==> config.mk <==
export PLATFORM = sky130hd
export DESIGN_NAME = offset_duration_gait_scheduler
export DESIGN_NICKNAME = d
export VERILOG_FILES = /design/src/rtl/odgs_pkg.sv /design/src/rtl/offset_duration_gait_scheduler.sv /design/src/rtl/odgs_div.sv
export SDC_FILE = /design/constraint.sdc
export NUM_CORES = 1
export LEC_CHECK = 0
export ABC_AREA = 0
export BUFFER_PORTS_ARGS = -buffer_cell sky130_fd_sc_hd__buf_2
export CORE_ASPECT_RATIO = 1.1
export CORE_UTILIZATION = 40
export CTS_BUF_LIST = sky130_fd_sc_hd__clkbuf_16
export CTS_CLUSTER_SIZE = 24
export DETAILED_ROUTE_END_ITERATION = 10
export PLACE_DENSITY = 0.56
export SLEW_MARGIN = 20
export SYNTH_ARGS = -nofsm -noshare
export SYNTH_HDL_FRONTEND = slang
export SYNTH_SLANG_ARGS = --single-unit
==> constraint.sdc <==
create_clock -name clk -period 10.6 [get_ports clk]
set_input_delay 0 -clock clk [delete_from_list [all_inputs] [get_ports clk]]
set_output_delay 0 -clock clk [all_outputs]
set_load 0.03 [all_outputs]
==> src/rtl/odgs_pkg.sv <==
`timescale 1ns / 1ps

package odgs_pkg;

  localparam int OUT_LEGS = 4;
  localparam int LEG_W    = 2;
  localparam int OFF_W    = 4;
  localparam int DUR_W    = 5;
  localparam int H_W      = 5;
  localparam int IPS_W    = 8;
  localparam int OFFS_W   = 16;
  localparam int DURS_W   = 20;
  localparam int CFG_W    = 20;
  localparam int CFGI_W   = 2;
  localparam int PER_W    = 13;
  localparam int DIV_W    = 32;
  localparam int CNT_W    = 5;
  localparam int FRAC_W   = 16;
  localparam int CON_W    = 17;
  localparam int ROW_W    = 4;

  localparam logic [H_W-1:0]    HORIZON_RST   = H_W'(10);
  localparam logic [IPS_W-1:0]  IPS_RST       = IPS_W'(30);
  localparam logic [OFFS_W-1:0] OFFSETS_RST   = OFFS_W'(1360);
  localparam logic [DURS_W-1:0] DURATIONS_RST = DURS_W'(169125);
  localparam logic [DIV_W-1:0]  ONE_Q16       = DIV_W'(1) << FRAC_W;

  typedef enum logic [CFGI_W-1:0] {
    CFG_HORIZON,
    CFG_IPS,
    CFG_OFFSETS,
    CFG_DURATIONS
  } cfg_idx_t;

  typedef enum logic [3:0] {
    ST_IDLE,
    ST_INIT,
    ST_MOD,
    ST_STEP,
    ST_LEG,
    ST_CSET,
    ST_CON,
    ST_SSET,
    ST_SW,
    ST_ROWS
  } state_t;

  typedef struct packed {
    logic             start;
    logic [DIV_W-1:0] num;
    logic [PER_W-1:0] den;
  } div_req_t;

  typedef struct packed {
    logic             done;
    logic [DIV_W-1:0] quo;
    logic [PER_W-1:0] rem;
  } div_rsp_t;

  // offset below 16 reduced modulo a horizon of at least 1
  function automatic logic [OFF_W-1:0] mod_small(input logic [OFF_W-1:0] o,
                                                 input logic [H_W-1:0] h);
    logic [H_W+OFF_W-1:0] a;
    logic [H_W+OFF_W-1:0] b;
    a = (H_W+OFF_W)'(o);
    for (int k = OFF_W - 1; k >= 0; k--) begin
      b = (H_W+OFF_W)'(h) << k;
      if (a >= b) begin
        a = a - b;
      end
    end
    return a[OFF_W-1:0];
  endfunction

endpackage

==> src/rtl/offset_duration_gait_scheduler.sv <==
// offset/duration gait scheduler
// input channel: iteration with in_valid / in_stall, a transfer at a clock edge
// with in_valid high and in_stall low. in_stall stays high from a transfer
// until the last row of that item has been loaded into the output register.
// output channel: one transfer per row (row 0 .. h-1, h being horizon clamped
// to 1 .. MAX_HORIZON, at most 31) with out_valid / out_stall; last marks the
// final row. the output register holds while out_valid and out_stall are high,
// and a new item is taken as soon as the last row sits in it, even if stalled.
// config channel: cfg_valid / cfg_ready (always ready), cfg_index selects
// horizon, iters_per_step, leg_offsets or leg_durations; write only when idle.
// sequencing: one shared divider does the period modulo, the step index and
// up to eight progress fractions in turn, plus the ST_LEG, ST_CSET and ST_SSET
// setup states per leg; a leg out of stance or swing skips that division.
// after that, one row per cycle leaves while out_stall is low.
// reset: synchronous, clears the sequencer and output valid and restores the
// register defaults (horizon 10, 30 iterations per step).
`timescale 1ns / 1ps

module offset_duration_gait_scheduler #(
  parameter int MAX_HORIZON = 16,
  parameter int LEGS        = 4
) (
  input  logic                          clk,
  input  logic                          rst,
  input  logic                          in_valid,
  output logic                          in_stall,
  input  logic [odgs_pkg::DIV_W-1:0]    iteration,
  output logic                          out_valid,
  input  logic                          out_stall,
  output logic [odgs_pkg::ROW_W-1:0]    gait_step,
  output logic [odgs_pkg::ROW_W-1:0]    row,
  output logic [odgs_pkg::OUT_LEGS-1:0] stance_mask,
  output logic [odgs_pkg::CON_W-1:0]    contact_leg0,
  output logic [odgs_pkg::CON_W-1:0]    contact_leg1,
  output logic [odgs_pkg::CON_W-1:0]    contact_leg2,
  output logic [odgs_pkg::CON_W-1:0]    contact_leg3,
  output logic [odgs_pkg::FRAC_W-1:0]   swing_leg0,
  output logic [odgs_pkg::FRAC_W-1:0]   swing_leg1,
  output logic [odgs_pkg::FRAC_W-1:0]   swing_leg2,
  output logic [odgs_pkg::FRAC_W-1:0]   swing_leg3,
  output logic                          last,
  input  logic                          cfg_valid,
  output logic                          cfg_ready,
  input  logic [odgs_pkg::CFGI_W-1:0]   cfg_index,
  input  logic [odgs_pkg::CFG_W-1:0]    cfg_data
);
  import odgs_pkg::*;

  localparam int HCAP = (MAX_HORIZON > 31) ? 31 : MAX_HORIZON;
  localparam logic [H_W-1:0] HMAX = H_W'(HCAP);
  localparam int NLEG = (LEGS < OUT_LEGS) ? LEGS : OUT_LEGS;
  localparam logic [LEG_W-1:0] LAST_LEG = LEG_W'(NLEG - 1);

  state_t state;
  state_t state_next;

  logic [H_W-1:0]    horizon;
  logic [IPS_W-1:0]  iters_per_step;
  logic [OFFS_W-1:0] leg_offsets;
  logic [DURS_W-1:0] leg_durations;

  logic [DIV_W-1:0]  it_q;
  logic [H_W-1:0]    h_q;
  logic [IPS_W-1:0]  ips_q;
  logic [PER_W-1:0]  period_q;
  logic [PER_W-1:0]  r_q;
  logic [H_W-1:0]    step_q;
  logic [H_W-1:0]    at_q;
  logic [H_W-1:0]    row_i;
  logic [LEG_W-1:0]  leg_q;
  logic [OFF_W-1:0]  off_q     [OUT_LEGS];
  logic [DUR_W-1:0]  dur_q     [OUT_LEGS];
  logic [CON_W-1:0]  contact_q [OUT_LEGS];
  logic [FRAC_W-1:0] swing_q   [OUT_LEGS];

  div_req_t div_req;
  div_rsp_t div_rsp;

  logic [H_W-1:0]      h_sat;
  logic [IPS_W-1:0]    ips_sat;
  logic [OFF_W-1:0]    cur_o;
  logic [DUR_W-1:0]    cur_d;
  logic [DUR_W-1:0]    new_d;
  logic [PER_W-1:0]    oprod;
  logic [PER_W-1:0]    c_den;
  logic [PER_W:0]      s_sum;
  logic [PER_W-1:0]    s_val;
  logic                c_go;
  logic [H_W:0]        w_sum;
  logic [H_W-1:0]      w_val;
  logic [H_W-1:0]      sd;
  logic [PER_W-1:0]    wprod;
  logic [PER_W-1:0]    s_den;
  logic [PER_W:0]      t_sum;
  logic [PER_W-1:0]    t_val;
  logic                s_go;
  logic                leg_last;
  logic                row_last;
  logic                load;
  logic [H_W-1:0]      step1;
  logic [H_W-1:0]      at_init;
  logic [OUT_LEGS-1:0] mask;
  logic [H_W:0]        p;
  logic [H_W:0]        pr;

  odgs_div u_div (
    .clk (clk),
    .rst (rst),
    .req (div_req),
    .rsp (div_rsp)
  );

  always_comb begin
    if (horizon == '0) begin
      h_sat = H_W'(1);
    end else if (horizon > HMAX) begin
      h_sat = HMAX;
    end else begin
      h_sat = horizon;
    end
    ips_sat = (iters_per_step == '0) ? IPS_W'(1) : iters_per_step;
  end

  // per-leg datapath
  always_comb begin
    new_d = leg_durations[int'(leg_q) * DUR_W +: DUR_W];
    if (new_d > h_q) begin
      new_d = h_q;
    end
    cur_o = off_q[leg_q];
    cur_d = dur_q[leg_q];
    oprod = PER_W'(cur_o) * PER_W'(ips_q);
    c_den = PER_W'(cur_d) * PER_W'(ips_q);
    s_sum = {1'b0, r_q} + {1'b0, period_q} - {1'b0, oprod};
    s_val = (s_sum >= {1'b0, period_q}) ? PER_W'(s_sum - {1'b0, period_q})
                                        : s_sum[PER_W-1:0];
    c_go  = (cur_d != '0) && (s_val <= c_den);
    w_sum = (H_W+1)'(cur_o) + (H_W+1)'(cur_d);
    w_val = (w_sum >= {1'b0, h_q}) ? H_W'(w_sum - {1'b0, h_q}) : w_sum[H_W-1:0];
    sd    = h_q - cur_d;
    wprod = PER_W'(w_val) * PER_W'(ips_q);
    s_den = PER_W'(sd) * PER_W'(ips_q);
    t_sum = {1'b0, r_q} + {1'b0, period_q} - {1'b0, wprod};
    t_val = (t_sum >= {1'b0, period_q}) ? PER_W'(t_sum - {1'b0, period_q})
                                        : t_sum[PER_W-1:0];
    s_go  = (sd != '0) && (t_val < s_den);
    leg_last = leg_q == LAST_LEG;
    step1    = div_rsp.quo[H_W-1:0] + 1'b1;
    at_init  = (step1 == h_q) ? '0 : step1;
  end

  // stance mask of the row being loaded
  always_comb begin
    mask = '0;
    p    = '0;
    pr   = '0;
    for (int l = 0; l < OUT_LEGS; l++) begin
      p  = (H_W+1)'(at_q) + (H_W+1)'(h_q) - (H_W+1)'(off_q[l]);
      pr = (p >= {1'b0, h_q}) ? p - {1'b0, h_q} : p;
      mask[l] = pr < (H_W+1)'(dur_q[l]);
    end
    row_last = row_i == (h_q - 1'b1);
    load     = !out_valid || !out_stall;
  end

  // next state
  always_comb begin
    state_next = state;
    case (state)
      ST_IDLE: begin
        if (in_valid) begin
          state_next = ST_INIT;
        end
      end
      ST_INIT: begin
        state_next = ST_MOD;
      end
      ST_MOD: begin
        if (div_rsp.done) begin
          state_next = ST_STEP;
        end
      end
      ST_STEP: begin
        if (div_rsp.done) begin
          state_next = ST_LEG;
        end
      end
      ST_LEG: begin
        state_next = ST_CSET;
      end
      ST_CSET: begin
        state_next = c_go ? ST_CON : ST_SSET;
      end
      ST_CON: begin
        if (div_rsp.done) begin
          state_next = ST_SSET;
        end
      end
      ST_SSET: begin
        if (s_go) begin
          state_next = ST_SW;
        end else begin
          state_next = leg_last ? ST_ROWS : ST_LEG;
        end
      end
      ST_SW: begin
        if (div_rsp.done) begin
          state_next = leg_last ? ST_ROWS : ST_LEG;
        end
      end
      ST_ROWS: begin
        if (load && row_last) begin
          state_next = ST_IDLE;
        end
      end
      default: begin
        state_next = ST_IDLE;
      end
    endcase
  end

  // sequencer outputs
  always_comb begin
    in_stall      = state != ST_IDLE;
    div_req.start = 1'b0;
    div_req.num   = '0;
    div_req.den   = PER_W'(1);
    case (state)
      ST_INIT: begin
        div_req.start = 1'b1;
        div_req.num   = it_q;
        div_req.den   = period_q;
      end
      ST_MOD: begin
        div_req.start = div_rsp.done;
        div_req.num   = DIV_W'(div_rsp.rem);
        div_req.den   = PER_W'(ips_q);
      end
      ST_CSET: begin
        div_req.start = c_go;
        div_req.num   = DIV_W'(s_val) << FRAC_W;
        div_req.den   = c_den;
      end
      ST_SSET: begin
        div_req.start = s_go;
        div_req.num   = DIV_W'(t_val) << FRAC_W;
        div_req.den   = s_den;
      end
      default: begin
        div_req.start = 1'b0;
      end
    endcase
  end

  assign cfg_ready = 1'b1;

  always_ff @(posedge clk) begin
    if (rst) begin
      state          <= ST_IDLE;
      out_valid      <= 1'b0;
      horizon        <= HORIZON_RST;
      iters_per_step <= IPS_RST;
      leg_offsets    <= OFFSETS_RST;
      leg_durations  <= DURATIONS_RST;
    end else begin
      state <= state_next;
      if (state == ST_ROWS && load) begin
        out_valid <= 1'b1;
      end else if (!out_stall) begin
        out_valid <= 1'b0;
      end
      if (cfg_valid && cfg_ready) begin
        case (cfg_idx_t'(cfg_index))
          CFG_HORIZON:   horizon        <= cfg_data[H_W-1:0];
          CFG_IPS:       iters_per_step <= cfg_data[IPS_W-1:0];
          CFG_OFFSETS:   leg_offsets    <= cfg_data[OFFS_W-1:0];
          CFG_DURATIONS: leg_durations  <= cfg_data[DURS_W-1:0];
          default: begin
          end
        endcase
      end
    end
  end

  always_ff @(posedge clk) begin
    case (state)
      ST_IDLE: begin
        if (in_valid) begin
          it_q     <= iteration;
          h_q      <= h_sat;
          ips_q    <= ips_sat;
          period_q <= PER_W'(ips_sat) * PER_W'(h_sat);
          leg_q    <= '0;
          for (int l = 0; l < OUT_LEGS; l++) begin
            off_q[l]     <= '0;
            dur_q[l]     <= '0;
            contact_q[l] <= '0;
            swing_q[l]   <= '0;
          end
        end
      end
      ST_MOD: begin
        if (div_rsp.done) begin
          r_q <= div_rsp.rem;
        end
      end
      ST_STEP: begin
        if (div_rsp.done) begin
          step_q <= div_rsp.quo[H_W-1:0];
          at_q   <= at_init;
          row_i  <= '0;
        end
      end
      ST_LEG: begin
        off_q[leg_q] <= mod_small(leg_offsets[int'(leg_q) * OFF_W +: OFF_W], h_q);
        dur_q[leg_q] <= new_d;
      end
      ST_CON: begin
        if (div_rsp.done) begin
          contact_q[leg_q] <= div_rsp.quo[CON_W-1:0];
        end
      end
      ST_SSET: begin
        if (!s_go && !leg_last) begin
          leg_q <= leg_q + 1'b1;
        end
      end
      ST_SW: begin
        if (div_rsp.done) begin
          swing_q[leg_q] <= div_rsp.quo[FRAC_W-1:0];
          if (!leg_last) begin
            leg_q <= leg_q + 1'b1;
          end
        end
      end
      ST_ROWS: begin
        if (load) begin
          gait_step    <= step_q[ROW_W-1:0];
          row          <= row_i[ROW_W-1:0];
          stance_mask  <= mask;
          last         <= row_last;
          contact_leg0 <= contact_q[0];
          contact_leg1 <= contact_q[1];
          contact_leg2 <= contact_q[2];
          contact_leg3 <= contact_q[3];
          swing_leg0   <= swing_q[0];
          swing_leg1   <= swing_q[1];
          swing_leg2   <= swing_q[2];
          swing_leg3   <= swing_q[3];
          row_i        <= row_i + 1'b1;
          at_q         <= (at_q == h_q - 1'b1) ? '0 : at_q + 1'b1;
        end
      end
      default: begin
      end
    endcase
  end

`ifndef SYNTHESIS
  a_div_done_waiting: assert property (@(posedge clk) disable iff (rst)
    div_rsp.done |-> (state == ST_MOD || state == ST_STEP ||
                      state == ST_CON || state == ST_SW))
    else $error("divider finished while the sequencer was not waiting");

  a_contact_range: assert property (@(posedge clk) disable iff (rst)
    (state == ST_CON && div_rsp.done) |-> div_rsp.quo <= ONE_Q16)
    else $error("stance progress above one");

  a_swing_range: assert property (@(posedge clk) disable iff (rst)
    (state == ST_SW && div_rsp.done) |-> div_rsp.quo < ONE_Q16)
    else $error("swing progress not below one");

  a_step_range: assert property (@(posedge clk) disable iff (rst)
    (state == ST_STEP && div_rsp.done) |-> div_rsp.quo < DIV_W'(h_q))
    else $error("gait step outside the horizon");

  a_row_range: assert property (@(posedge clk) disable iff (rst)
    (state == ST_ROWS) |-> (row_i < h_q && at_q < h_q))
    else $error("row counter outside the horizon");
`endif

endmodule

==> src/rtl/odgs_div.sv <==
`timescale 1ns / 1ps

module odgs_div (
  input  logic               clk,
  input  logic               rst,
  input  odgs_pkg::div_req_t req,
  output odgs_pkg::div_rsp_t rsp
);
  import odgs_pkg::*;

  logic             busy;
  logic             done;
  logic [CNT_W-1:0] cnt;
  logic [DIV_W-1:0] num;
  logic [PER_W-1:0] den;
  logic [PER_W-1:0] rem;
  logic [PER_W:0]   trial;
  logic             ge;
  logic [PER_W-1:0] rem_next;

  // restoring division, one quotient bit per cycle
  always_comb begin
    trial    = {rem, num[DIV_W-1]};
    ge       = trial >= {1'b0, den};
    rem_next = ge ? PER_W'(trial - {1'b0, den}) : trial[PER_W-1:0];
  end

  always_ff @(posedge clk) begin
    if (rst) begin
      busy <= 1'b0;
      done <= 1'b0;
      cnt  <= '0;
    end else if (req.start) begin
      busy <= 1'b1;
      done <= 1'b0;
      cnt  <= '0;
    end else if (busy) begin
      cnt <= cnt + 1'b1;
      if (cnt == '1) begin
        busy <= 1'b0;
        done <= 1'b1;
      end
    end else begin
      done <= 1'b0;
    end
  end

  always_ff @(posedge clk) begin
    if (req.start) begin
      num <= req.num;
      den <= req.den;
      rem <= '0;
    end else if (busy) begin
      num <= {num[DIV_W-2:0], ge};
      rem <= rem_next;
    end
  end

  assign rsp.done = done;
  assign rsp.quo  = num;
  assign rsp.rem  = rem;

endmodule

## After elaboration in Yosys (flattened, before gate mapping)

Memory sizes are Yosys's and may differ from the RTL's. A register that Yosys moved wholly into a read port is not among the register bits.
Cells that the tools add are included.
W data, S select, Z words.

| operators by class | value |
|---|---|
| multiply operators | 6 |
| multiplexer cells | 76 |
| shift-type cells | 2 |
| equality and inequality tests | 27 |
| $add $sub $neg | 28 |
| reduce and logical (&&, ||, !) cells | 37 |
| $lt $le $gt $ge | 20 |
| bitwise operators | 1 |

Operators by type and width:

| kind | number |
|---|---|
| $pmux W45 S4 | 1 |
| $mux W32 | 2 |
| $mux W5 | 11 |
| $mux W9 | 6 |
| $mux W4 | 11 |
| $ge A14 B13 Y1 | 3 |
| $pmux W4 S10 | 1 |
| $mul A5 B8 Y13 | 3 |
| $mux W13 | 3 |
| $sub A13 B13 Y13 | 3 |
| $ge A6 B5 Y1 | 5 |
| $lt A6 B5 Y1 | 4 |
| $mux W6 | 4 |
| $sub A6 B4 Y6 | 4 |
| $sub A6 B5 Y6 | 4 |
| $add A5 B1 Y5 const B | 4 |
| $mux W1 | 20 |
| $mux W2 | 10 |
| $pmux W5 S2 | 2 |
| $shiftx A20 B6 Y5 | 1 |
| $mux W17 | 1 |
| $reduce_or A17 Y1 | 1 |
| $eq A4 B3 Y1 const B | 4 |
| $mux W16 | 1 |
| other kinds (57) | 88 |

| storage, ports and cells | value |
|---|---|
| memories kept | 4 |
| output and inout port bits | 148 |
| register bits | 219 |
| bits in writable memories | 168 |
| word-level logic and storage cells | 226 |
| input port bits | 59 |

Memory list:

| memory | depth | bits a word | read ports | clocked after Yosys merged registers in | wr ports | line | RTL |
|---|---|---|---|---|---|---|---|
| contact_q | 4 | 17 | 4 | 4 | 4 | offset_duration_gait_scheduler.sv:73 | `logic [CON_W-1:0] contact_q [OUT_LEGS];` |
| swing_q | 4 | 16 | 4 | 4 | 4 | offset_duration_gait_scheduler.sv:74 | `logic [FRAC_W-1:0] swing_q [OUT_LEGS];` |
| dur_q | 4 | 5 | 5 | 1 | 4 | offset_duration_gait_scheduler.sv:72 | `logic [DUR_W-1:0] dur_q [OUT_LEGS];` |
| off_q | 4 | 4 | 5 | 1 | 4 | offset_duration_gait_scheduler.sv:71 | `logic [OFF_W-1:0] off_q [OUT_LEGS];` |

## Longest topological paths before layout

Gate-level depths: netlist of run 1.

| depth | value |
|---|---|
| word-level depth | 14 |
| gate-level depth with buffers | 54 |
| mapped depth without buffers | 48 |

## Modules after synthesis

From an unflattened synthesis of run 1, not the netlist that was laid out.

| second synthesis, totals | value |
|---|---|
| cell total of the unflattened synthesis | 3,001 |
| area total of the unflattened synthesis | 33,422.1 µm² |

By module, submodules not included:

| module | area an instance (µm²) | times used | sequential area each (µm²) | cells each |
|---|---|---|---|---|
| offset_duration_gait_scheduler | 30,081.4 | 1 | 13,132.6 | 2,724 |
| odgs_div | 3,340.7 | 1 | 1,751.7 | 277 |

## Worst setup path after synthesis of run 1

OpenSTA, ideal clock, no wires.

| timing | value |
|---|---|
| kind | register to register |
| from | reg (tool-made name) |
| to | reg u_div.num[0] (enable) |
| period minus slack after synthesis | 11.672 ns |
| stages on the path, launching flop included | 50 |
| data arrival time | 11.281 ns |
| library setup time | 0.391 ns |
| path slack | -1.072 ns |
| required time | 10.209 ns |
| buffers on the path | 6 |
| cell sequence | dfxtp_1 -> buf_6 -> mux4_2 -> clkbuf_1 -> ha_1 -> fa_1 -> xor2_1 -> ha_1 -> nor2b_1 -> o311a_1 -> a2111o_1 -> buf_4 -> a21oi_1 -> nand2_1 -> fa_1 -> fa_1 -> inv_1 -> fa_1 -> [... 14 more ...] -> o22ai_1 -> a21bo_2 -> mux2i_1 -> buf_6 -> clkbuf_1 -> o21ai_0 -> ha_1 -> a21oi_1 -> nor2b_1 -> o21ai_0 -> a21oi_1 -> nor3_1 -> nor2_1 -> nor3_1 -> nand2_1 -> o21ai_1 -> buf_2 -> or2_1 |

RTL lines:

| what | line | RTL |
|---|---|---|
| to (signal assigned) | odgs_div.sv:50 | `num <= req.num;` |
| to (signal assigned) | odgs_div.sv:54 | `num <= {num[DIV_W-2:0], ge};` |
| to (decl) | odgs_div.sv:14 | `logic [DIV_W-1:0] num;` |

==> results by group, run 1 <==
Run status
  • Outcome: complete, but fails checks
  • Failing checks: negative setup slack

Yosys
  • Mapped Nets: around 3.5k
  • Seq/Total Area, Yosys: around 45%
  • Yosys Warn Count: 0
  • Most common cell in the synthesized netlist: edfxtp_1
  • Mapped Cells: 3010
  • Synth async-reset ratio: 0%
  • Top cells by count, synth: edfxtp_1, inv_1, ha_1, nand2_1, a21oi_1
  • #FFs+latches synth: 521
  • Synthesized area per cell: between 10 and 15 um^2
  • Synth top area cells: edfxtp_1, ha_1, fa_1, dfxtp_1, inv_1
  • Ys flop type: edfxtp_1
  • Area leader, netlist: edfxtp_1
  • Post-synth top area share: 40.4%
  • EDFF count, synth: 445
  • Post-Syn Area: 33100 um^2
  • Synth unique cells: 85

Setup path
  • Critical path depth: 47
  • Crit path max-delay cell type: fa_1
  • R2R cell count: 47
  • Setup CP Type: reg -> reg
  • Crit path required time: 10.94 ns
  • CP peak stage delay: 0.57 ns
  • R2R setup slack: -0.03 ns
  • Worst Path Buf+Inv: 9
  • Crit path to: u_div.num[19]
  • Critical Path AT: 10.97 ns
  • Crit Path Max Fanout: 8
  • CP Capture Type: register
  • Startpoint types: register
  • Crit-path leading delay family: adder cells
  • FF-to-FF End: u_div.num[19]

Timing
  • Final slew viol count: 0
  • RSZ-0062 raised after global routing: yes
  • Final setup vio count: 17
  • Skew final: 0.0317 ns
  • Slew headroom: 30.1%
  • Tcrit/Tclk final: 100%
  • Final hold vios: 0
  • Fin crit period: 10.63 ns
  • Final setup margin: -0.0264 ns
  • Total negative slack: -0.214 ns
  • Fmax achieved: roughly 0.094 GHz
  • Worst-margin pin slew: 1.05 ns

Clocking
  • Maximum clock path buffer count: 3
  • Root Driver: clkbuf_16
  • CTS tree: built
  • Reg clk slew, reported paths: 0.06 ns
  • Clk Latency, worst-skew pair: 0.64 ns
  • Clk sinks: ~520
  • Num CTS Buffers: 55
  • CTS H-tree lvls: 2

Detailed routing
  • Pre-antenna DRT Iters: 5
  • Antenna-violating nets left: 0
  • Drt total wl: 94000 um
  • WL/cell: 20.8 um
  • Number of remaining DRC errors: 0
  • Vias: 24.0k
  • DR iter-0 viols: 1521
  • Via density: 5.32

Placed design
  • Routability cong.: 0.966
  • DP HPWL: 72600 um
  • DP Area: 36300 um^2
  • I/O Buffers: 205

Floorplan
  • Core box area: 81900 um^2
  • Die area: 83800 um^2
  • Die height: ~300 um
  • FP Rows: 110
  • Initial Utilization: 40.4%
  • Die width: between 200 and 300 um
  • Top-level port count: approximately 210

Finish
  • Area growth syn-to-layout: 19.8%
  • Final Cell Area: a little under 40000 um^2
  • Nets@finish: approximately 3.9k
  • Layout cells sized above 1: 18.6%

Global routing
  • Initial antenna violation count: 1
  • Vias in the first global route: 24.1k
  • All-Layer GR Usage: around 22%
  • First-pass GRT wire length: 142000 um
  • Global route overflow: 0
  • Pin count of the biggest net entering global routing: 74

Hold path
  • Worst min path class: in -> reg

Run
  • Max Cap Viol: 0
sequential cells by signal, summed over array words and instances (netlist names), 17 cells and up, named ones only:
name / cells
contact_q: 68
contact_leg2: 17
dur_q: 20
u_div.num: 32
contact_leg0: 17
leg_durations: 20
contact_leg1: 17
contact_leg3: 17
swing_q: 64
it_q: 32
area by class of cell:
type,instances,area [um^2]
fillers,7344,42300
multi-input cells,2072,17100
flip-flops and latches,521,14900
repair buffers,456,3300
clock buffers,55,1380
well taps,1064,1330
inverters,300,1130
clock inverters,49,490
diodes,1,2.50
metal layers:
| metal | track usage, % | vias up | part of all wire, % | wire length [um] |
|---|---|---|---|---|
| li1 | - | 11400 | - | - |
| met1 | 27.1 | 11800 | 42 | 39000 |
| met2 | 40.5 | 644 | 51 | 48000 |
| met3 | 2.53 | 152 | 4.0 | 3750 |
| met4 | 7.41 | 0 | 3.4 | 3150 |
| met5 | 0 | - | 0 | 0 |
cells in the final DEF (no fill, tap or decap), types with 47 or more instances in the layout:
cell	instances
inv_1	310
o21ai_0	77
a21oi_1	152
dlygate4sd3_1	60
dfxtp_1	75
buf_4	165
buf_2	205
fa_1	120
nor3_1	48
nor2_1	159
xnor2_1	101
a21o_1	54
and3_1	78
and2_1	115
xor2_1	59
ha_1	270
mux2i_1	47
edfxtp_1	445
nand2_1	266
clkbuf_16	57
through the flow:
step | setup WS [ns] | utilization (%) | hold slack (ns) | cells
global route | -0.461 | 48.4 | 0.0792 | 4517
finish | -0.0264 | 48.4 | 0.0704 | 4518
global placement | -0.251 | 44.4 | 0.180 | 4326
detailed placement | -0.369 | 44.4 | 0.178 | 4326
floorplan | 0.00785 | - | 0.0989 | 3010
CTS | -0.120 | 48.0 | 0.0434 | 4506
worst min path at each step:
stage	from	slack, ns	to	cells after the start
final	iteration[11]	0.07	it_q[11]	2
after global routing	iteration[6]	0.08	it_q[6]	2
after CTS	iteration[11]	0.04	it_q[11]	2
after detailed placement	iteration[22]	0.18	it_q[22]	1
after global placement	iteration[10]	0.18	it_q[10]	1
after floorplan	iteration[0]	0.1	it_q[0]	0
cells by family (layout without fill, tap and decap cells):
logic type,after synthesis,in the layout,share of synthesized area [%]
AO/OA/AOI/OAI,510,510,10.1
XOR/XNOR,168,168,4.49
adder cells (fa/ha/maj),402,402,18.0
buffers and inverters,417,860,4.85
flip-flops,521,521,45.0
multiplexers,122,122,4.61
other,1,2,0.0113
AND/OR/NAND/NOR,869,869,13.0
timing repair:
item	4_1_cts	5_1_grt
hold buffers	60	0
cloned	2	2
buffers inserted	15	12
pin swaps	38	46
endpoints found under the hold margin	91	0
resized for setup	68	40
endpoints found under the setup margin	103	104
Power of run 1 is left out: the tool's default activity adds up to more than one toggle a clock period on the data nets, which glitch-free logic cannot reach.
==> run 2, diff against run 1 <==
--- a/config.mk
+++ b/config.mk
@@ -8,11 +8,11 @@
 export ABC_AREA = 0
 export BUFFER_PORTS_ARGS = -buffer_cell sky130_fd_sc_hd__buf_2
 export CORE_ASPECT_RATIO = 1.1
-export CORE_UTILIZATION = 40
+export CORE_UTILIZATION = 35
 export CTS_BUF_LIST = sky130_fd_sc_hd__clkbuf_16
 export CTS_CLUSTER_SIZE = 24
 export DETAILED_ROUTE_END_ITERATION = 10
-export PLACE_DENSITY = 0.56
+export PLACE_DENSITY = 0.5
 export SLEW_MARGIN = 20
 export SYNTH_ARGS = -nofsm -noshare
 export SYNTH_HDL_FRONTEND = slang
==> results by group, run 2 (synthesized netlist as in run 1, its figures left out) <==
Floorplan
  • Die height: 324 um (+6.9%)
  • Die area: 95700 um^2 (+14%)
  • Top-level port count: 207 (unchanged)
  • FP Rows: 117 (+6.4%)
  • Initial Utilization: 35.5% (-4.9 points)
  • Core box area: 93100 um^2 (+14%)
  • Die width: 295 um (+6.9%)

Run
  • Max Cap Viol: 0 (unchanged)

Finish
  • Largest register FFs: 68 (unchanged)
  • Nets@finish: 3893 (+0.67%)
  • Layout filler cell count: 8828 (+20%)
  • Final Cell Area: 40200 um^2 (+1.5%)
  • Commonest cells after routing, fill and taps aside: edfxtp_1, inv_1, ha_1
  • Biggest register: contact_q
  • Top Registers: contact_q: 68 flops, swing_q: 64 flops
  • Non-filler cells, final: 4731 (+4.7%)
  • Area growth syn-to-layout: 21.5%
  • Layout cells sized above 1: 19.3% (+0.68 points)
  • Most common cell after layout, fill and taps aside: edfxtp_1

Setup path
  • Crit Path Max Fanout: 5 (-3)
  • R2R cell count: 45 (-4.3%)
  • Startpoint types: register
  • Setup CP Type: reg -> reg
  • CP Capture Type: register
  • Critical Path AT: 10.88 ns (-0.09 ns)
  • R2R setup slack: 0.11 ns (+0.13 ns)
  • FF-to-FF End: u_div.num[24]
  • Crit path required time: 10.99 ns (+0.05 ns)
  • CP peak stage delay: 0.56 ns (about the same)
  • Crit path max-delay cell type: mux4_2
  • CP most frequent cell: buf_6

Detailed routing
  • Vias: 24.1k (+0.15%)
  • DR iter-0 viols: 1109 (-27%)
  • DR WL met2: 47700 um (-0.76%)
  • Antenna-violating nets left: 0 (unchanged)
  • Highest metal used: met4
  • Number of remaining DRC errors: 0 (unchanged)
  • Met1 WL: 42000 um (+7.7%)
  • Met3 routed WL: 4690 um (+25%)
  • Via density: 5.09 (-4.4%)
  • Pre-antenna DRT Iters: 5 (unchanged)
  • WL/cell: 20.6 um (-0.76%)
  • Drt total wl: 97600 um (+3.9%)

Timing
  • Final hold vios: 0 (unchanged)
  • Worst Hold Slack: 0.0718 ns (+0.00139 ns)
  • Final setup vio count: 0 (-17)
  • Tcrit/Tclk final: 99.0% (-1.3 points)
  • Skew final: 0.0339 ns (+0.00222 ns)
  • Final slew viol count: 0 (unchanged)
  • RSZ-0062 raised after global routing: yes
  • Total negative slack: 0 ns (+0.214 ns)
  • Fmax achieved: 0.0953 GHz (+1.3%)
  • Worst-margin pin slew: 1.04 ns (-0.00599 ns)
  • Slew headroom: 30.6% (+0.44 points)
  • Fin crit period: 10.49 ns (-0.133 ns)

Hold path
  • Worst min path class: in -> reg
  • Min-Delay Path Depth: 2 (unchanged)
  • WHS Endpoint: it_q[8]
  • Worst hold start: iteration[8]

Global routing
  • Initial antenna violation count: 5 (+4)
  • Pin count of the biggest net entering global routing: 144 (+95%)
  • All-Layer GR Usage: 20.2% (-1.9 points)
  • First-pass GRT wire length: 147000 um (+3.9%)
  • Global route overflow: 0 (unchanged)
  • Vias in the first global route: 24.8k (+2.9%)

Placed design
  • DP Area: 36700 um^2 (+0.98%)
  • Placed Cells: 4527 (+4.6%)
  • Routability cong.: 0.914 (-5.4%)
  • I/O Buffers: 205 (unchanged)
  • DP HPWL: 74900 um (+3.1%)

Clocking
  • Root Driver: clkbuf_16
  • Clk sinks: 521 (unchanged)
  • Num CTS Buffers: 59 (+7.3%)
  • CTS H-tree lvls: 2 (unchanged)
  • CTS tree: built
  • Reg clk slew, reported paths: 0.06 ns (about the same)
  • Maximum clock path buffer count: 3 (unchanged)
  • Clk Latency, worst-skew pair: 0.65 ns (about the same)

Run status
  • Outcome: completed
run 2: cell types whose count changed in the layout (fill, tap and decap cells not counted), sizes merged, moves of 3 or more:
cell | before | now
clkbuf | 57 | 60
buf | 393 | 411
dlygate4sd3 | 60 | 66
clkinv | 21 | 29
inv | 317 | 311
run 2: per-layer routing:
| layer | GRT usage (%) | vias up |
|---|---|---|
| li1 | - | 11400 |
| met4 | 6.60 | 0 |
| met2 | 35.1 | 621 |
| met3 | 2.48 | 158 |
| met1 | 25.9 | 11900 |
| met5 | 0 | - |
run 2: layout make-up:
cell class | instances | area (um^2) | share of cell area, %
clock buffers | 59 | 1480 | 3.67
diodes | 1 | 2.50 | 0.00623
clock inverters | 51 | 556 | 1.38
multi-input cells | 2072 | 17100 | 42.5
inverters | 300 | 1130 | 2.80
flip-flops and latches | 521 | 14900 | 37.0
well taps | 1249 | 1560 | 3.89
repair buffers | 478 | 3480 | 8.66
run 2: timing repair:
item                                    CTS  global route
gates cloned                              5             1
hold buffers                             66             0
endpoints found under the hold margin    86             0
pin swaps                                46            29
gates resized for setup                  72            39
setup buffers                            21             8
endpoints found under the setup margin  103           103
run 2: worst max-delay path, delay by kind of cell, from the launching register on:
kind            cells  cell delay [ns]
fa+ha+maj           8             2.95
compound gates     10             2.22
mux                 5             1.71
simple gates       10             1.49
buf+inv            10             1.21
flops               1             0.34
xor+xnor            2             0.30
run 2: how the worst max path moves through the flow:
| stage | end |
|---|---|
| CTS | u_div.num[24] |
| global placement | u_div.num[16] |
| detailed placement | u_div.num[25] |
| finish | u_div.num[24] |
| global route | u_div.num[18] |
| floorplan | u_div.num[0] |
run 2: through the flow:
| step | worst slack, ns | util, % |
|---|---|---|
| final | 0.107 | 43.2 |
| after global routing | -0.326 | 43.2 |
| after CTS | -0.0341 | 43.0 |
| after detailed placement | -0.411 | 39.4 |
| after global placement | -0.197 | 39.4 |
| after floorplan | 0.00785 | - |
Power of run 2 is left out for the same reason.
